==> src/hdl/cic_pkg.sv <==
// shared types, constants and helper functions for the cartridge image checksum
`default_nettype none

package cic_pkg;

  localparam int TABLE_WORDS = 64;
  localparam int TABLE_AW    = $clog2(TABLE_WORDS);
  localparam int QUEUE_DEPTH = 4;
  localparam int QUEUE_PW    = $clog2(QUEUE_DEPTH);
  localparam int QUEUE_CW    = $clog2(QUEUE_DEPTH + 1);

  // boot chip variant codes, codes above the last one mean unknown
  localparam logic [2:0] VARIANT_6102 = 3'd0;
  localparam logic [2:0] VARIANT_6103 = 3'd1;
  localparam logic [2:0] VARIANT_6105 = 3'd2;
  localparam logic [2:0] VARIANT_6106 = 3'd3;

  localparam logic [31:0] SEED_6102    = 32'hF8CA_4DDC;
  localparam logic [31:0] SEED_6103    = 32'hA388_6759;
  localparam logic [31:0] SEED_6105    = 32'hDF26_F436;
  localparam logic [31:0] SEED_6106    = 32'h1FEA_617A;
  localparam logic [31:0] SEED_UNKNOWN = 32'h0000_0000;

  typedef enum logic {
    KIND_LOAD = 1'b0,
    KIND_DATA = 1'b1
  } cic_kind_t;

  typedef struct packed {
    cic_kind_t             kind;
    logic [TABLE_AW-1:0]   table_index;
    logic [31:0]           data_word;
    logic [31:0]           rot_word;
    logic                  first_word;
    logic                  last_word;
  } cic_item_t;

  // rotate left by the low five bits, zero amount gives the word itself
  function automatic logic [31:0] rotl_low5(input logic [31:0] d);
    logic [63:0] t;
    t = {d, d} << d[4:0];
    return t[63:32];
  endfunction

  function automatic logic [31:0] seed_of(input logic [2:0] v);
    logic [31:0] s;
    unique case (v)
      VARIANT_6102: s = SEED_6102;
      VARIANT_6103: s = SEED_6103;
      VARIANT_6105: s = SEED_6105;
      VARIANT_6106: s = SEED_6106;
      default:      s = SEED_UNKNOWN;
    endcase
    return s;
  endfunction

endpackage

`default_nettype wire

==> src/hdl/cic_queue.sv <==
// short word queue between the front and back parts
`default_nettype none

module cic_queue
  import cic_pkg::*;
(
  input  wire logic      clk,
  input  wire logic      rst,
  input  wire logic      push,
  input  wire cic_item_t push_item,
  output logic           full,
  input  wire logic      pop,
  output logic           head_valid,
  output cic_item_t      head_item
);

  cic_item_t             slots [QUEUE_DEPTH];
  logic [QUEUE_PW-1:0]   wr_ptr;
  logic [QUEUE_PW-1:0]   rd_ptr;
  logic [QUEUE_CW-1:0]   count;

  assign full       = (count == QUEUE_CW'(QUEUE_DEPTH));
  assign head_valid = (count != '0);
  assign head_item  = slots[rd_ptr];

  always_ff @(posedge clk) begin
    if (rst) begin
      wr_ptr <= '0;
      rd_ptr <= '0;
      count  <= '0;
    end else begin
      if (push) begin
        wr_ptr <= (wr_ptr == QUEUE_PW'(QUEUE_DEPTH - 1)) ? '0 : wr_ptr + 1'b1;
      end
      if (pop) begin
        rd_ptr <= (rd_ptr == QUEUE_PW'(QUEUE_DEPTH - 1)) ? '0 : rd_ptr + 1'b1;
      end
      if (push && !pop) begin
        count <= count + 1'b1;
      end else if (pop && !push) begin
        count <= count - 1'b1;
      end
    end
  end

  always_ff @(posedge clk) begin
    if (push) begin
      slots[wr_ptr] <= push_item;
    end
  end

endmodule

`default_nettype wire

==> config.mk <==
export PLATFORM = sky130hd
export DESIGN_NAME = cic_queue
export DESIGN_NICKNAME = d
export VERILOG_FILES = /design/src/hdl/cic_pkg.sv /design/src/hdl/cic_queue.sv
export SDC_FILE = /design/constraint.sdc
export NUM_CORES = 1
export LEC_CHECK = 0
export ABC_AREA = 1
export BUFFER_PORTS_ARGS = -buffer_cell sky130_fd_sc_hd__buf_2
export CAP_MARGIN = 5
export CORE_MARGIN = 1.5
export CORE_UTILIZATION = 52
export DETAILED_ROUTE_END_ITERATION = 7
export PLACE_DENSITY = 0.73
export RECOVER_POWER = 50
export SKIP_CTS_REPAIR_TIMING = 1
export SLEW_MARGIN = 20
export SYNTH_ARGS = -nofsm -noshare
export SYNTH_HDL_FRONTEND = slang
export SYNTH_SLANG_ARGS = --single-unit
==> constraint.sdc <==
create_clock -name clk -period 6.65 [get_ports clk]
set_input_delay 0.3325 -clock clk [delete_from_list [all_inputs] [get_ports clk]]
set_output_delay 0.3325 -clock clk [all_outputs]
set_load 0.02 [all_outputs]
==> flow_metrics.py, run 1 <==
metrics = {
    "placement": {
        "dp.final_hpwl_um": 11700,
        "place.gp.congestion": 0.734,
        "portBuffers": 151,
        "post-place-ws_ps": 3740,
        "place_inst": 1153,
    },
    "finish": {
        "nets": 1027,
        "final_cells": 1243,
        "fill_cells": 1555,
        "syn2layout_area_growth_pct": 18.4,
        "drive_gt1_share_pct": 13.9,
    },
    "sta": {
        "final_critical_path_setup_slack_ps": 3130,
        "fin_worst_skew_ps": 14.1,
        "relSlewSlack_pct": -15.1,
        "drv_slew": 36,
        "hold_viol": 0,
        "finalSetupViolations": 0,
        "rsz0062_at_grt": "no",
        "tns_ps": 0,
        "period_minus_slack_ps": 3520,
        "fmaxAchievable_mhz": 284,
        "hold_slack_ps": 62.3,
        "period_share_pct": 52.9,
        "worst_slew_pin_slew_ps": 1720,
    },
    "synthesis": {
        "yosysTopAreaCell": "edfxtp_1",
        "ys_warn_count": 0,
        "yosysSeqAreaShare_pct": 79.2,
        "synthTopCellsByArea": "edfxtp_1 (78%), nor2_1 (5.2%), o22ai_1 (4.0%)",
        "yosys.area.top_type_share_pct": 77.6,
        "syn_area_mm2": 0.0113,
        "synth_edf_count": 292,
        "yosysMostFrequentCell": "edfxtp_1",
        "synth_seq_cells": 301,
        "syn_area_per_cell_um2": 14.7,
        "syn-num-nets": 850,
        "synthArstFlopShare_pct": 0,
        "synthCells": 766,
        "synth_cell_type_count": 22,
        "synthTopCellsByCount": "edfxtp_1 (292), nor2_1 (155), o21ai_0 (82)",
        "synthFlopType": "edfxtp_1",
    },
    "worst_hold_path": {
        "hold_path_depth": 1,
        "hp-class": "in2reg",
        "hp-start": "push_item[25]",
        "hold_end": "slots[2][25]",
    },
    "drt": {
        "first_iter_violations": 545,
        "routed-via-count": 6805,
        "routed-wl-met2_um": 11100,
        "met3_length_um": 1810,
        "wirelength_um": 22700,
        "wl_per_cell_um": 18.2,
        "drtAntennaViolNets": 0,
        "drc": 0,
        "topRoutingLayerUsed": "met4",
        "via_per_inst": 5.47,
        "first_pass_iters": 5,
        "wl_met1_um": 9260,
    },
    "clock_network": {
        "cts.htree.levels": 1,
        "numCtsBuffers": 30,
        "insertion_delay_ps": 540,
        "clock_path_buffers": 3,
        "cts-root-buf": "clkbuf_16",
        "cts_tree": "built",
        "cts.sinks": 301,
        "cts.clk_slew.worst_paths_ps": 60,
    },
    "power_and_ir_drop": {
        "ir_worst_vdd_mv": 0.271,
        "p_per_area_mw_per_mm2": 322,
        "total_leakage_power_nw": 4.56,
    },
    "grt": {
        "grt_first_pass_wirelength_um": 33300,
        "gr-total-overflow": 0,
        "grt.total_usage_pct": 19.2,
        "grt_pass1_vias": 6417,
        "grt_max_degree": 83,
        "grt_antenna_before_repair": 1,
    },
    "floorplanning": {
        "core_mm2": 0.0212,
        "die_w_um": 150,
        "die_area_mm2": 0.0226,
        "start_util_pct": 53.4,
        "fp.dieH_um": 150,
        "num_rows": 53,
        "design.portCount": 152,
    },
    "critical_path": {
        "critPathLaunchType": "flop",
        "crit_path_max_fanout": 82,
        "arrival_ps": 3180,
        "rr_worst_depth": 4,
        "crit_path_max_incr_delay_ps": 780,
        "r2r_end": "slots[3][31]",
        "crit_chain": "inv_4 -> buf_4 -> nor2_1 -> o22ai_1 -> buf_2",
        "end_kind": "primary output",
        "timing.rr.start": "wr_ptr[0]",
        "worst_ep_required_time_ps": 6320,
        "critical-path-slowest-cell": "buf_4",
        "reg2reg_slack_ps": 3480,
        "worstSetupPathType": "reg2out",
    },
    "flow_run": {
        "maxCapViolCount": 1,
    },
    "run_status": {
        "violations": "capacitance limit, slew limit",
        "outcome": "complete, but fails checks",
    },
}
## how the worst max path moves through the flow
| stage | from | endpoint | cells after the start |
|---|---|---|---|
| 5_1_grt | flop | head_item[18] | 5 |
| 4_1_cts | flop | head_item[24] | 5 |
| 3_3_place_gp | flop | head_item[24] | 5 |
| 3_5_place_dp | flop | head_item[24] | 5 |
| 6_report | flop | head_item[16] | 5 |
| 2_1_floorplan | wr_ptr[0] | slots[3][0] | 3 |
## kinds of logic after synthesis
group                    Yosys count  share of synthesized area, %
AO/OA/AOI/OAI                    225                          10.8
XOR/XNOR                           1                        0.0776
adder cells (fa/ha/maj)            7                         0.842
buffers and inverters             63                          3.40
flip-flops                       301                          79.2
AND/OR/NAND/NOR                  169                          5.68
## flip-flops by register name, summed over array words and instances (netlist names), named ones only
register,cells
slots,292
count,3
rd_ptr,2
wr_ptr,2
## cell type report
cell class | instances | area (µm²) | area share [%]
diodes | 1 | 2.50 | 0.0187
clock buffers | 38 | 802 | 6.00
clock inverters | 18 | 188 | 1.40
inverters | 16 | 67.6 | 0.505
multi-input cells | 402 | 1960 | 14.7
flip-flops and latches | 301 | 8950 | 67.0
well taps | 275 | 344 | 2.57
repair buffers | 192 | 1050 | 7.87
## critical path, delay by kind of cell (launching register included)
| kind | cells | cell delay, ps |
|---|---|---|
| DFF | 1 | 550 |
| and+or+nand+nor | 1 | 80 |
| AOI/OAI and AO/OA | 1 | 290 |
| buffers and inverters | 3 | 1610 |
## power breakdown
part / switching, W / leakage, nW / total (W) / internal, W
clock network: 0.000660 / 0.482 / 0.00166 / 0.00100
registers: 0.0000294 / 2.76 / 0.00220 / 0.00217
logic: 0.000310 / 1.32 / 0.000446 / 0.000136
total: 0.00100 / 4.56 / 0.00431 / 0.00331
## stage by stage
step                      instance area, µm²  util (%)  total power [W]
after global placement                 12100      57.4          0.00266
after detailed placement               12100      57.4          0.00268
after CTS                              13100      62.1          0.00432
after floorplan                        11300         -          0.00252
final                                  13400      63.2          0.00431
after global routing                   13400      63.2          0.00446
## cell usage in the layout (no fill, tap or decap), types with 4 or more instances in the layout
cell type      synthesis  final
edfxtp_1             292    292
nor2_1               155    155
o21ai_0               82     82
clkbuf_1              16     82
buf_2                  4     76
o22ai_1               73     73
o21ai_1               67     67
dlygate4sd3_1          0     33
clkbuf_16              0     31
inv_1                 14     10
nand2_1                9      9
clkinv_2               0      8
buf_4                 10      8
clkinv_1               1      7
dfxtp_1                9      7
ha_1                   6      6
bufinv_16              0      4
## routing by layer
| metal | up-vias | global-route usage [%] |
|---|---|---|
| li1 | 3244 | - |
| met1 | 3308 | 24.0 |
| met2 | 221 | 32.7 |
| met3 | 32 | 5.85 |
| met4 | 0 | 5.00 |
| met5 | - | 0 |
No activity file was read; power rests on OpenSTA's default activity.
==> inputs of run 2 (changes only) <==
--- a/config.mk
+++ b/config.mk
@@ -5,7 +5,7 @@
 export SDC_FILE = /design/constraint.sdc
 export NUM_CORES = 1
 export LEC_CHECK = 0
-export ABC_AREA = 1
+export ABC_AREA = 0
 export BUFFER_PORTS_ARGS = -buffer_cell sky130_fd_sc_hd__buf_2
 export CAP_MARGIN = 5
 export CORE_MARGIN = 1.5
==> constraint.sdc (replaced) <==
create_clock -name clk -period 3.3 [get_ports clk]
set_input_delay 0.165 -clock clk [delete_from_list [all_inputs] [get_ports clk]]
set_output_delay 0.165 -clock clk [all_outputs]
set_load 0.02 [all_outputs]
==> run 2 against run 1 <==
The flow still finishes with violations (capacitance limit, slew limit); setup slack got worse by 2400 ps; sequential share of layout area down 1.0 points; largest power group unchanged; largest cell class unchanged; clock skew is 5.1 ps lower; synthesized area shrank 2.2%.
==> flow_metrics.py, run 2 <==
metrics = {
    "floorplanning": {
        "design.portCount": 152,
        "die_w_um": 149,
        "fp.dieH_um": 149,
        "start_util_pct": 52.7,
        "die_area_mm2": 0.0221,
        "core_mm2": 0.0210,
        "num_rows": 53,
    },
    "drt": {
        "wl_per_cell_um": 20.6,
        "drc": 0,
        "drtAntennaViolNets": 0,
        "first_iter_violations": 335,
        "wirelength_um": 20000,
        "first_pass_iters": 5,
        "routed-via-count": 5173,
        "via_per_inst": 5.34,
    },
    "worst_hold_path": {
        "hp-class": "in2reg",
    },
    "critical_path": {
        "crit_path_max_fanout": 38,
        "worstSetupPathType": "reg2out",
        "arrival_ps": 2430,
        "critPathLaunchType": "flop",
        "worst_ep_required_time_ps": 3130,
        "end_kind": "primary output",
    },
    "synthesis": {
        "yosysTopAreaCell": "edfxtp_1",
        "yosysMostFrequentCell": "edfxtp_1",
        "synthFlopType": "edfxtp_1",
        "synthTopCellsByArea": "edfxtp_1 (79%), mux4_2 (15%), dfxtp_1 (1.6%)",
        "synth_edf_count": 292,
        "synthArstFlopShare_pct": 0,
        "synth_cell_type_count": 19,
        "ys_warn_count": 0,
        "synth_seq_cells": 301,
        "synthCells": 425,
        "yosys.area.top_type_share_pct": 79.4,
        "syn_area_mm2": 0.0110,
        "yosysSeqAreaShare_pct": 81.0,
        "syn-num-nets": 509,
        "synthTopCellsByCount": "edfxtp_1 (292), mux4_2 (72), dfxtp_1 (9)",
        "syn_area_per_cell_um2": 26.0,
    },
    "power_and_ir_drop": {
        "p_per_area_mw_per_mm2": 607,
        "power_w": 0.00825,
        "total_leakage_power_nw": 4.46,
        "ir_worst_vdd_mv": 0.344,
    },
    "finish": {
        "final_common_cell": "edfxtp_1",
        "syn2layout_area_growth_pct": 22.9,
        "nets": 755,
        "drive_gt1_share_pct": 28.2,
        "multi_input_area_mm2": 0.00190,
        "regArea_mm2": 0.00896,
        "top_regs": "slots: 292 flops, count: 3 flops",
        "fill_cells": 1454,
        "mostFrequentLayoutCells": "edfxtp_1 (292), clkbuf_1 (81), buf_2 (76)",
        "largest_reg_flops": 292,
        "registers.top_by_ff_count": "slots",
    },
    "grt": {
        "grt_antenna_before_repair": 2,
        "grt_pass1_vias": 5168,
        "grt_max_degree": 74,
        "gr-total-overflow": 0,
        "grt.total_usage_pct": 18.0,
        "grt_first_pass_wirelength_um": 29600,
    },
    "clock_network": {
        "numCtsBuffers": 29,
        "cts.clk_slew.worst_paths_ps": 60,
        "insertion_delay_ps": 520,
        "cts-root-buf": "clkbuf_16",
        "cts_tree": "built",
        "cts.sinks": 301,
        "clock_path_buffers": 3,
        "cts.htree.levels": 1,
    },
    "sta": {
        "relSlewSlack_pct": -13.1,
        "period_minus_slack_ps": 2590,
        "rsz0062_at_grt": "no",
        "hold_slack_ps": 10.7,
        "fmaxAchievable_mhz": 386,
        "hold_viol": 0,
        "tns_ps": 0,
        "period_share_pct": 78.6,
        "final_critical_path_setup_slack_ps": 707,
        "finalSetupViolations": 0,
        "worst_slew_pin_slew_ps": 1700,
        "fin_worst_skew_ps": 9.06,
        "drv_slew": 31,
    },
    "run_status": {
        "outcome": "complete, but fails checks",
        "violations": "capacitance limit, slew limit",
    },
    "placement": {
        "place.gp.congestion": 0.719,
        "post-place-ws_ps": 1190,
        "dp.final_hpwl_um": 11600,
        "portBuffers": 151,
    },
    "flow_run": {
        "maxCapViolCount": 1,
    },
}
-- run 2: logic make-up (layout without fill, tap and decap cells) --
family                   after synthesis  in the layout  synth area share (%)
flip-flops                           301            301                  81.0
other                                  0              1                     0
multiplexers                          77             77                  15.3
AND/OR/NAND/NOR                       15             15                 0.713
XOR/XNOR                               2              2                 0.159
buffers and inverters                 20            287                  1.87
adder cells (fa/ha/maj)                7              7                 0.861
AO/OA/AOI/OAI                          3              3                 0.136
-- run 2: power breakdown --
part	leakage, nW	internal (W)	switching, W
clock network	0.414	0.00168	0.00128
logic	1.29	0.000368	0.000458
registers	2.76	0.00438	0.0000848
total	4.46	0.00642	0.00182
-- run 2: routing by layer --
metal / routed length (µm) / GRT usage [%] / up-vias
met5: 12 / 0 / -
met4: 338 / 4.11 / 2
met3: 1520 / 5.29 / 33
met1: 8010 / 23.9 / 2654
li1: - / - / 2321
met2: 10100 / 29.9 / 163
-- run 2: final timing paths --
check | startpoint | end | slack [ps] | cells past startpoint
setup / recovery | flop | head_item[55] | 710 | 3
hold / removal | push | wr_ptr[0] | 10 | 3
setup reg to reg | wr_ptr[0] | slots[2][66] | 730 | 4
hold reg to reg | count[2] | count[2] | 540 | 2
-- run 2: critical path: stages, from the launching register on --
cell and delay (ps):
dfxtp_4 710, buf_12 360, mux4_2 590, buf_2 180
-- run 2: final cells by class --
cell class / instances / share of cell area (%)
Antenna cell: 1 / 0.0184
Clock buffer: 35 / 5.51
Clock inverter: 17 / 0.737
Inverter: 4 / 0.111
Multi-Input combinational cell: 104 / 14.0
Sequential cell: 301 / 65.9
Tap cell: 275 / 2.53
Timing Repair Buffer: 231 / 11.2
-- run 2: stage by stage --
stage / cell area, µm² / instances / utilization [%]
floorplan: 11000 / 425 / -
global placement: 12100 / 840 / 57.6
detailed placement: 12100 / 840 / 57.6
CTS: 12900 / 892 / 61.6
global route: 13600 / 967 / 64.8
finish: 13600 / 968 / 64.8
