`src/hdl/cic_pkg.sv`:
```
// shared types, constants and helper functions for the cartridge image checksum
`default_nettype none

package cic_pkg;

  localparam int TABLE_WORDS = 64;
  localparam int TABLE_AW    = $clog2(TABLE_WORDS);
  localparam int QUEUE_DEPTH = 4;
  localparam int QUEUE_PW    = $clog2(QUEUE_DEPTH);
  localparam int QUEUE_CW    = $clog2(QUEUE_DEPTH + 1);

  // boot chip variant codes, codes above the last one mean unknown
  localparam logic [2:0] VARIANT_6102 = 3'd0;
  localparam logic [2:0] VARIANT_6103 = 3'd1;
  localparam logic [2:0] VARIANT_6105 = 3'd2;
  localparam logic [2:0] VARIANT_6106 = 3'd3;

  localparam logic [31:0] SEED_6102    = 32'hF8CA_4DDC;
  localparam logic [31:0] SEED_6103    = 32'hA388_6759;
  localparam logic [31:0] SEED_6105    = 32'hDF26_F436;
  localparam logic [31:0] SEED_6106    = 32'h1FEA_617A;
  localparam logic [31:0] SEED_UNKNOWN = 32'h0000_0000;

  typedef enum logic {
    KIND_LOAD = 1'b0,
    KIND_DATA = 1'b1
  } cic_kind_t;

  typedef struct packed {
    cic_kind_t             kind;
    logic [TABLE_AW-1:0]   table_index;
    logic [31:0]           data_word;
    logic [31:0]           rot_word;
    logic                  first_word;
    logic                  last_word;
  } cic_item_t;

  // rotate left by the low five bits, zero amount gives the word itself
  function automatic logic [31:0] rotl_low5(input logic [31:0] d);
    logic [63:0] t;
    t = {d, d} << d[4:0];
    return t[63:32];
  endfunction

  function automatic logic [31:0] seed_of(input logic [2:0] v);
    logic [31:0] s;
    unique case (v)
      VARIANT_6102: s = SEED_6102;
      VARIANT_6103: s = SEED_6103;
      VARIANT_6105: s = SEED_6105;
      VARIANT_6106: s = SEED_6106;
      default:      s = SEED_UNKNOWN;
    endcase
    return s;
  endfunction

endpackage

`default_nettype wire

```
`src/hdl/cic_front.sv`:
```
// input stage: takes words, classifies them and pre-rotates data words
`default_nettype none

module cic_front
  import cic_pkg::*;
(
  input  wire logic                clk,
  input  wire logic                rst,
  input  wire logic                in_valid,
  output logic                     in_ready,
  input  wire logic                req_type,
  input  wire logic [TABLE_AW-1:0] table_index,
  input  wire logic [31:0]         data_word,
  input  wire logic                first_word,
  input  wire logic                last_word,
  input  wire logic                q_full,
  output logic                     push,
  output cic_item_t                push_item
);

  logic      held;
  cic_item_t item;
  cic_item_t item_next;
  logic      take;

  assign in_ready = !held || !q_full;
  assign take     = in_valid && in_ready;
  assign push     = held && !q_full;
  assign push_item = item;

  always_comb begin
    item_next.kind        = req_type ? KIND_DATA : KIND_LOAD;
    item_next.table_index = table_index;
    item_next.data_word   = data_word;
    item_next.rot_word    = rotl_low5(data_word);
    // markers only matter on data words
    item_next.first_word  = req_type && first_word;
    item_next.last_word   = req_type && last_word;
  end

  always_ff @(posedge clk) begin
    if (rst) begin
      held <= 1'b0;
    end else if (take) begin
      held <= 1'b1;
    end else if (push) begin
      held <= 1'b0;
    end
  end

  always_ff @(posedge clk) begin
    if (take) begin
      item <= item_next;
    end
  end

endmodule

`default_nettype wire

```
`config.mk`:
```
export PLATFORM = sky130hd
export DESIGN_NAME = cic_front
export DESIGN_NICKNAME = d
export VERILOG_FILES = /design/src/hdl/cic_pkg.sv /design/src/hdl/cic_front.sv
export SDC_FILE = /design/constraint.sdc
export NUM_CORES = 1
export LEC_CHECK = 0
export ABC_CLOCK_PERIOD_IN_PS = 3490
export BUFFER_PORTS_ARGS = -buffer_cell sky130_fd_sc_hd__buf_2
export CORE_UTILIZATION = 40
export CTS_CLUSTER_DIAMETER = 100
export DETAILED_ROUTE_END_ITERATION = 16
export GPL_TIMING_DRIVEN = 0
export PLACE_DENSITY = 0.69
export SYNTH_ARGS = -nofsm -noshare
export SYNTH_HDL_FRONTEND = slang
export SYNTH_SLANG_ARGS = --single-unit
```
`constraint.sdc`:
```
create_clock -name clk -period 3.49 [get_ports clk]
set_input_delay 0.1745 -clock clk [delete_from_list [all_inputs] [get_ports clk]]
set_output_delay 0.1745 -clock clk [all_outputs]
set_load 0.01 [all_outputs]
```
==> results of run 1 <==
==> timing repair <==
action,CTS,global route
resized for setup,0,0
buffers inserted,0,0
hold endpoints to repair,4,2
hold buffers,4,2
==> sequential cells by signal, summed over array words and instances, names as in the netlist <==
signal / cells
push_item: 73
held: 1
==> worst paths after layout <==
path | endpoint | slack (ns) | cells past startpoint
setup / recovery | push_item[28] | 1.08 | 8
hold / removal | push_item[66] | 0.01 | 1
setup reg to reg | push_item[61] | 1.86 | 2
hold reg to reg | held | 0.52 | 2
==> cell usage in the layout, fill, tap and decap left out, drive strengths merged, types with 2 or more instances in the layout <==
cell type	Yosys	layout
buf	15	134
edfxtp	73	73
mux2	32	32
clkbuf	15	27
mux4	26	26
nor2	18	18
nand2	16	16
mux2i	15	15
o221ai	15	15
a22oi	12	12
and2	11	11
nor2b	9	9
a21oi	9	9
o21ai	8	8
o22ai	8	8
o32ai	8	8
a211oi	8	8
a22o	8	8
nand2b	7	7
o211ai	7	7
dlygate4sd3	0	6
or2	5	5
inv	4	4
clkinv	1	4
a221oi	3	3
a221o	3	3
or3b	3	3
a21o	2	2
a211o	2	2
nor4	2	2
a32oi	2	2
a2111oi	2	2
nand3	2	2
==> where the power goes <==
part	internal, mW	switching, mW
combinational	0.251	0.361
clock	0.550	0.343
sequential	1.07	0.0145
total	1.87	0.719
==> final cells by class <==
cell class                      count  area [um^2]  area share [%]
Multi-Input combinational cell    252         2286           39.49
Clock buffer                       12        236.5           4.086
Buffer                             30        155.1           2.681
Tap cell                          143        178.9           3.091
Timing Repair Buffer              125        655.6           11.33
Sequential cell                    74         2212           38.22
Clock inverter                      4        45.04          0.7782
Inverter                            5        18.77          0.3243
==> through the flow <==
stage,hold slack [ns],cells
6_report,0.01327,645
5_1_grt,0.003112,645
4_1_cts,0.002601,643
3_5_place_dp,0.3369,623
3_3_place_gp,0.3361,623
2_1_floorplan,0.2469,361
==> cell families (layout without fill, tap and decap cells) <==
group,Yosys count,after routing
AOI/OAI and AO/OA,103,103
buffers and inverters,35,176
DFF,74,74
and+or+nand+nor,76,76
muxes,73,73
==> routing by layer <==
layer / global-route usage (%) / vias to the layer above / wire length, um
li1: - / 1771 / -
met1: 35.80 / 2030 / 6320
met2: 42.01 / 230 / 7303
met3: 6.937 / 34 / 1401
met4: 11.52 / 0 / 516
met5: 0 / - / 0
==> metrics.yaml, run 1 <==
outcome:
  status: "finished, final reports clean"
worst_setup_path:
  startpoint: "data_word[3]"
  slowest_delay_ns: 0.58
  critPathLaunchType: "input port"
  endpoint_kind: "flop"
  crit_family: "compound AO/OA/AOI/OAI gates"
  critPathMaxFanout: 10
  crit_buf_inv: 4
  crit_required_ns: 3.57
  cp_slowest_cell: "a222oi_1"
  reg2reg_from: "held"
  critPathKind: "input port to flop"
  crit_chain: "buf_2 -> buf_6 -> buf_8 -> clkbuf_1 -> nor2b_1 -> a222oi_1 -> o211ai_1 -> mux4_2"
  cp.arrival_ns: 2.49
yosys:
  ys_seq_area_share_pct: 47.37
  synthSimpleGateAreaFrac_pct: 8.467
  yosysWarnings: 0
  synth_compound_area_share_pct: 16.88
  yosysMostFrequentCell: "edfxtp_1"
  synth_area_um2: 4669
  synth_top_family_by_area: "multiplexers"
  synthMuxAreaShare_pct: 23.55
  async_reset_ff_share_pct: 0
  synth_edf_count: 73
  synth-main-ff-cell: "edfxtp_1"
  avgSynthCellArea_um2: 12.93
  ys_types: 48
  synth_top_area_share_pct: 46.95
  synth.net_count: 406
  synth-seq-cells: 74
  synth.largest_area_cell: "edfxtp_1"
  synth-xor-area-share_pct: 0
  yosys-top-cells-count: "edfxtp_1 (73), mux2_2 (31), mux4_2 (26)"
  synth_area_leaders: "edfxtp_1 (47%), mux4_2 (13%), mux2_2 (7.5%)"
  netlist_instances: 361
  synth-adder-area-share_pct: 0
timing:
  period_needed_ns: 2.408
  rsz0062_at_grt: "no"
  tightestPinTransition_ns: 0.9708
  finalSetupTns_ns: 0
  slew_headroom_pct: 35.28
  setup_viol: 0
  fmax_mhz: 415.4
  finalCritPeriodShare_pct: 68.98
  finClkSkew_ns: 0.006702
  finalMaxSlewViolations: 0
  hold_viol: 0
  setup_slack_ns: 1.082
final_layout:
  num_antenna_cells: 0
  post-route-util_pct: 50.69
  syn2layout_area_growth_pct: 23.95
  nNetsFinal: 542
  drive_above_1_share_pct: 41.83
  fill_cells: 1033
  fin_area_um2: 5788
global_route:
  antenna_found_initial: 0
  grt_pass1_wl_mm: 22.81
  grt_max_degree: 74
  grt_pass1_vias: 3854
  grt-ovfl-total: 0
  gr-usage-all-layers_pct: 27.05
floorplan:
  die_height_um: 110.0
  fp.coreArea_um2: 11420
  die_w_um: 110.0
  start_util_pct: 40.89
  die_area_um2: 12110
  row_count: 39
  pin_count: 120
route:
  postRouteAntennaNets: 0
  num_vias: 4065
  wl_per_cell_um: 24.09
  via_per_inst: 6.302
  drc: 0
  drt_wl_total_mm: 15.54
  drt_iter0_markers: 411
  drt-pass1-iter-count: 5
power:
  power_mw: 2.588
  p_leak_nw: 2.194
  peakVddDrop_mv: 0.3083
  power_density_nw_per_um2: 447.1
clocking:
  worstSkewPairLatency_ns: 0.35
  cts_buffers: 9
  cts_tree: "yes"
  cts_max_path_buffers: 2
  cts-root-buf: "clkbuf_16"
  cts-htree-levels: 3
  clkTransAtPathRegs_ns: 0.05
  cts.sinks: 74
flow_run:
  drv_cap: 0
placement:
  post-dp-hpwl_mm: 11.44
  routabilityCongestion: 0.9461
  placed_area_um2: 5446
  dp_slack_ns: 0.7895
  numPortBuffers: 119
min_path:
  worstHoldStart: "table_index[0]"
  min_path_type: "input port to flop"
Note: power is estimated with default switching activity, not from simulation.
==> inputs of run 2 (changes only) <==
--- a/config.mk
+++ b/config.mk
@@ -5,13 +5,13 @@
 export SDC_FILE = /design/constraint.sdc
 export NUM_CORES = 1
 export LEC_CHECK = 0
-export ABC_CLOCK_PERIOD_IN_PS = 3490
+export ABC_CLOCK_PERIOD_IN_PS = 2100
 export BUFFER_PORTS_ARGS = -buffer_cell sky130_fd_sc_hd__buf_2
 export CORE_UTILIZATION = 40
 export CTS_CLUSTER_DIAMETER = 100
 export DETAILED_ROUTE_END_ITERATION = 16
 export GPL_TIMING_DRIVEN = 0
-export PLACE_DENSITY = 0.69
+export PLACE_DENSITY = 0.72
 export SYNTH_ARGS = -nofsm -noshare
 export SYNTH_HDL_FRONTEND = slang
 export SYNTH_SLANG_ARGS = --single-unit
==> constraint.sdc (replaced) <==
create_clock -name clk -period 2.1 [get_ports clk]
set_input_delay 0.105 -clock clk [delete_from_list [all_inputs] [get_ports clk]]
set_output_delay 0.105 -clock clk [all_outputs]
set_load 0.01 [all_outputs]
==> metrics.yaml, run 2 (synthesized netlist as in run 1, its figures left out) <==
outcome:
  status: "finished, final reports clean"  # unchanged
global_route:
  antenna_found_initial: 0  # unchanged
  grt_pass1_vias: 4002  # was 3854
  gr-usage-all-layers_pct: 26.01  # was 27.05%
  grt-ovfl-total: 0  # unchanged
  grt_max_degree: 74  # unchanged
  grt_pass1_wl_mm: 22.53  # was 22.81 mm
worst_setup_path:
  critPathMaxFanout: 5  # was 10
  cp.arrival_ns: 2.14  # was 2.49 ns
  endpoint_kind: "flop"  # unchanged
  crit_required_ns: 2.17  # was 3.57 ns
  critPathKind: "input port to flop"  # unchanged
  critPathLaunchType: "input port"  # unchanged
route:
  drc: 0  # unchanged
  drt_wl_total_mm: 15.06  # was 15.54 mm
  drt_iter0_markers: 345  # was 411
  wl_per_cell_um: 23.03  # was 24.09 um
  num_vias: 4057  # was 4065
  via_per_inst: 6.203  # was 6.302
  drt-pass1-iter-count: 5  # unchanged
  postRouteAntennaNets: 0  # unchanged
clocking:
  cts_buffers: 9  # unchanged
  cts_tree: "yes"  # unchanged
  clkTransAtPathRegs_ns: 0.06  # was 0.05 ns
  cts_max_path_buffers: 2  # unchanged
  worstSkewPairLatency_ns: 0.34  # was 0.35 ns
  cts.sinks: 74  # unchanged
  cts-root-buf: "clkbuf_16"  # unchanged
  cts-htree-levels: 3  # unchanged
final_layout:
  layout_commonest_cell: "buf_2"  # unchanged
  final_cells: 654  # was 645
  fill_cells: 1039  # was 1033
  nNetsFinal: 551  # was 542
  most-common-layout-cells: "buf_2 (124), edfxtp_1 (73), mux2_2 (31)"  # was buf_2 (126), edfxtp_1 (73), mux2_2 (31)
  drive_above_1_share_pct: 42.66  # was 41.83%
  syn2layout_area_growth_pct: 27.22  # was 23.95%
  num_antenna_cells: 0  # unchanged
  largest_reg_flops: 73  # unchanged
  post-route-util_pct: 52.03  # was 50.69%
power:
  peakVddDrop_mv: 0.4282  # was 0.3083 mV
  combPwrFrac_pct: 22.8  # was 23.7%
  p_sw_share_pct: 27.75  # was 27.77%
  p_clk_share_pct: 37.2  # was 34.5%
  power_mw: 4.508  # was 2.588 mW
  power_density_nw_per_um2: 758.9  # was 447.1 nW/um^2
  seqPwrFrac_pct: 39.9  # was 41.8%
  p_leak_nw: 2.272  # was 2.194 nW
  power_switching_mw: 1.251  # was 0.7186 mW
  p_int_mw: 3.257  # was 1.869 mW
placement:
  numPortBuffers: 119  # unchanged
  place_inst: 623  # unchanged
  post-dp-hpwl_mm: 11.22  # was 11.44 mm
  dp_slack_ns: -0.4824  # was 0.7895 ns
  routabilityCongestion: 0.9453  # was 0.9461
floorplan:
  die_height_um: 110.0  # unchanged
  die_w_um: 110.0  # unchanged
  pin_count: 120  # unchanged
  fp.coreArea_um2: 11420  # unchanged
  die_area_um2: 12110  # unchanged
  start_util_pct: 40.89  # unchanged
  row_count: 39  # unchanged
timing:
  finalCritPeriodShare_pct: 98.33
  tightestPinTransition_ns: 0.9417  # was 0.9708 ns
  period_needed_ns: 2.065
  rsz0062_at_grt: "no"  # unchanged
  setup_slack_ns: 0.03508  # was 1.082 ns
  fmax_mhz: 484.3
  setup_viol: 0  # unchanged
  hold_viol: 0  # unchanged
  finalMaxSlewViolations: 0  # unchanged
  slew_headroom_pct: 37.22  # was 35.28%
  finClkSkew_ns: 0.004760  # was 0.006702 ns
min_path:
  min_path_type: "input port to flop"  # unchanged
flow_run:
  drv_cap: 0  # unchanged
-- run 2: cell types whose count changed in the layout (fill, tap and decap cells not counted) --
cell and change:
buf_1 -2, clkinv_2 -2, clkbuf_2 +5, clkbuf_1 -6
bufinv_16 +1, buf_4 +1, inv_6 +3, buf_2 -2
dlymetal6s4s_1 +1, dlygate4sd3_1 +9, clkinvlp_4 +2, clkinv_1 -1
-- run 2: what timing repair did --
item                                    in CTS  in global routing
buffers inserted                             1                  0
gates resized for setup                      1                  8
hold endpoints to repair                    16                  0
pin swaps                                    1                  1
endpoints found under the setup margin       4                 16
hold buffers                                16                  0
-- run 2: final timing paths --
check	startpoint	endpoint	cells after the start	slack, ns
max	data_word[17]	push_item[13]	5	0.04
min	in_valid	held	3	0.009
max reg2reg	held	push_item[33]	2	0.52
min reg2reg	held	held	2	0.53
-- run 2: metrics by stage --
step	cell area [um^2]	TNS (ns)	hold slack, ns
after floorplan	4671	0	0.1774
after global placement	5445	-10.08	0.2660
after detailed placement	5446	-9.136	0.2789
after CTS	5939	0	0.0004532
after global routing	5941	0	0.003116
final	5941	0	0.008739
-- run 2: layout make-up --
type,count,area (um^2),area share [%]
multi-input cells,252,2286,38.48
flip-flops and latches,74,2212,37.24
repair buffers,134,755.7,12.72
clock buffers,9,225.2,3.791
well taps,143,178.9,3.012
plain buffers,30,161.4,2.717
clock inverters,7,98.84,1.664
inverters,5,22.52,0.3791
-- run 2: power groups by stage --
| stage | registers [mW] | logic, mW | clock network [mW] |
|---|---|---|---|
| floorplan | 1.90 | 0.545 | 0 |
| global placement | 1.83 | 0.973 | 0 |
| detailed placement | 1.83 | 0.982 | 0 |
| CTS | 1.80 | 1.01 | 1.71 |
| global route | 1.81 | 1.10 | 1.77 |
| finish | 1.80 | 1.03 | 1.68 |
-- run 2: critical path: stages --
cell and delay, ns:
dlygate4sd3_1 0.54, buf_2 0.15, mux4_2 0.53, mux2_2 0.34
mux4_2 0.47
-- run 2: layer usage --
metal	GRT usage, %	share of wire [%]	vias up
met3	6.055	8.9	30
met1	33.55	40	2005
met4	12.00	3.4	0
met5	0	0	-
li1	-	-	1787
met2	41.52	47	235
==> inputs of run 3 (changes only) <==
--- a/config.mk
+++ b/config.mk
@@ -5,13 +5,13 @@
 export SDC_FILE = /design/constraint.sdc
 export NUM_CORES = 1
 export LEC_CHECK = 0
-export ABC_CLOCK_PERIOD_IN_PS = 2100
+export ABC_CLOCK_PERIOD_IN_PS = 2600
 export BUFFER_PORTS_ARGS = -buffer_cell sky130_fd_sc_hd__buf_2
 export CORE_UTILIZATION = 40
 export CTS_CLUSTER_DIAMETER = 100
 export DETAILED_ROUTE_END_ITERATION = 16
 export GPL_TIMING_DRIVEN = 0
-export PLACE_DENSITY = 0.72
+export PLACE_DENSITY = 0.69
 export SYNTH_ARGS = -nofsm -noshare
 export SYNTH_HDL_FRONTEND = slang
 export SYNTH_SLANG_ARGS = --single-unit
==> constraint.sdc (replaced) <==
create_clock -name clk -period 2.6 [get_ports clk]
set_input_delay 0.13 -clock clk [delete_from_list [all_inputs] [get_ports clk]]
set_output_delay 0.13 -clock clk [all_outputs]
set_load 0.01 [all_outputs]
==> metrics.yaml, run 3 (synthesized netlist as in run 1, its figures left out) <==
outcome:
  status: "finished, final reports clean"  # unchanged
min_path:
  worstHoldStart: "data_word[30]"  # was in_valid
  min_path_type: "input port to flop"  # unchanged
  min_path_cells: 1  # was 3
floorplan:
  die_w_um: 110.0  # unchanged
  die_area_um2: 12110  # unchanged
  row_count: 39  # unchanged
  pin_count: 120  # unchanged
  die_height_um: 110.0  # unchanged
  fp.coreArea_um2: 11420  # unchanged
  start_util_pct: 40.89  # unchanged
final_layout:
  fill_cells: 1031  # was 1039
  drive_above_1_share_pct: 41.42  # was 42.66%
  layout_commonest_cell: "buf_2"  # unchanged
  most-common-layout-cells: "buf_2 (126), edfxtp_1 (73), mux2_2 (31)"  # was buf_2 (124), edfxtp_1 (73), mux2_2 (31)
  final_cells: 650  # was 654
  num_antenna_cells: 0  # unchanged
  syn2layout_area_growth_pct: 25.03  # was 27.22%
  nNetsFinal: 547  # was 551
  largest_reg_flops: 73  # unchanged
timing:
  finalSetupTns_ns: 0  # unchanged
  finClkSkew_ns: 0.006736  # was 0.004760 ns
  finalCritPeriodShare_pct: 95.60
  tightestPinTransition_ns: 0.9383  # was 0.9417 ns
  rsz0062_at_grt: "no"  # unchanged
  hold_slack_ns: 0.01694  # was 0.008739 ns
  period_needed_ns: 2.486
  finalMaxSlewViolations: 0  # unchanged
  fmax_mhz: 402.3
  setup_slack_ns: 0.1145  # was 0.03508 ns
  setup_viol: 0  # unchanged
  hold_viol: 0  # unchanged
  slew_headroom_pct: 37.45  # was 37.22%
worst_setup_path:
  critPathMaxFanout: 10  # was 5
  worst-r2r-cell-count: 2  # unchanged
  crit_required_ns: 2.68  # was 2.17 ns
  startpoint: "data_word[2]"  # was data_word[17]
  critPathLaunchType: "input port"  # unchanged
  endpoint_kind: "flop"  # unchanged
  critPathKind: "input port to flop"  # unchanged
  reg2reg_from: "held"  # unchanged
  cp.arrival_ns: 2.57  # was 2.14 ns
power:
  p_leak_nw: 2.215  # was 2.272 nW
  peakVddDrop_mv: 0.4228  # was 0.4282 mV
  power_mw: 3.479  # was 4.508 mW
  power_density_nw_per_um2: 596.0  # was 758.9 nW/um^2
placement:
  dp_slack_ns: -0.05603  # was -0.4824 ns
  place_inst: 623  # unchanged
  routabilityCongestion: 0.9461  # was 0.9453
  numPortBuffers: 119  # unchanged
  post-dp-hpwl_mm: 11.44  # was 11.22 mm
clocking:
  cts.sinks: 74  # unchanged
  cts_buffers: 9  # unchanged
  cts_max_path_buffers: 2  # unchanged
  cts-root-buf: "clkbuf_16"  # unchanged
  cts_resized: 0  # was 1
  cts_tree: "yes"  # unchanged
  worstSkewPairLatency_ns: 0.35  # was 0.34 ns
  clkTransAtPathRegs_ns: 0.06  # about the same
  cts-htree-levels: 3  # unchanged
route:
  wl_per_cell_um: 23.89  # was 23.03 um
  drt_iter0_markers: 339  # was 345
  num_vias: 4075  # was 4057
  via_per_inst: 6.269  # was 6.203
  drt-pass1-iter-count: 5  # unchanged
  drc: 0  # unchanged
  drt_wl_total_mm: 15.53  # was 15.06 mm
  postRouteAntennaNets: 0  # unchanged
global_route:
  grt_pass1_wl_mm: 22.94  # was 22.53 mm
  gr-usage-all-layers_pct: 27.22  # was 26.01%
  antenna_found_initial: 0  # unchanged
  grt_pass1_vias: 3885  # was 4002
  grt-ovfl-total: 0  # unchanged
  grt_max_degree: 74  # unchanged
flow_run:
  drv_cap: 0  # unchanged
-- run 3: cell count changes in the layout (fill, tap and decap cells not counted), sizes merged, moves of 2 or more --
cell,delta
inv,-3
clkinv,+3
clkinvlp,-2
buf,+3
dlygate4sd3,-4
-- run 3: layer usage --
metal | track usage (%) | up-vias | routed length [um]
li1 | - | 1779 | -
met5 | 0 | - | 0
met1 | 35.87 | 2009 | 6300
met4 | 11.52 | 0 | 619
met2 | 42.54 | 241 | 7262
met3 | 6.878 | 46 | 1348
-- run 3: cell type report --
cell class / count / area [um^2] / share of cell area (%)
Clock inverter: 4 / 45.04 / 0.7715
Sequential cell: 74 / 2212 / 37.89
Multi-Input combinational cell: 252 / 2286 / 39.16
Tap cell: 143 / 178.9 / 3.065
Timing Repair Buffer: 130 / 705.7 / 12.09
Buffer: 30 / 155.1 / 2.658
Clock buffer: 12 / 236.5 / 4.051
Inverter: 5 / 18.77 / 0.3215
-- run 3: what timing repair did --
item                      in CTS  in global routing
hold buffers                  11                  0
buffers inserted               0                  0
hold endpoints to repair      11                  0
-- run 3: critical path, cell delays in order --
cell           delay [ns]
dlygate4sd3_1        0.53
buf_2                0.10
clkbuf_1             0.39
clkbuf_1             0.44
clkbuf_1             0.56
mux4_2               0.40
-- run 3: through the flow --
stage	utilization, %	cell area [um^2]
2_1_floorplan	-	4669
3_3_place_gp	47.68	5444
3_5_place_dp	47.70	5446
4_1_cts	51.13	5838
5_1_grt	51.13	5838
6_report	51.13	5838
-- run 3: where the power goes --
group | internal [mW] | switching [mW] | total [mW]
combinational | 0.342 | 0.487 | 0.829
sequential | 1.43 | 0.0193 | 1.45
clock | 0.738 | 0.459 | 1.20
total | 2.51 | 0.965 | 3.48
-- run 3: final timing paths --
path	end	slack [ns]
max	push_item[13]	0.11
min	push_item[64]	0.02
max reg2reg	push_item[27]	1.02
min reg2reg	held	0.51
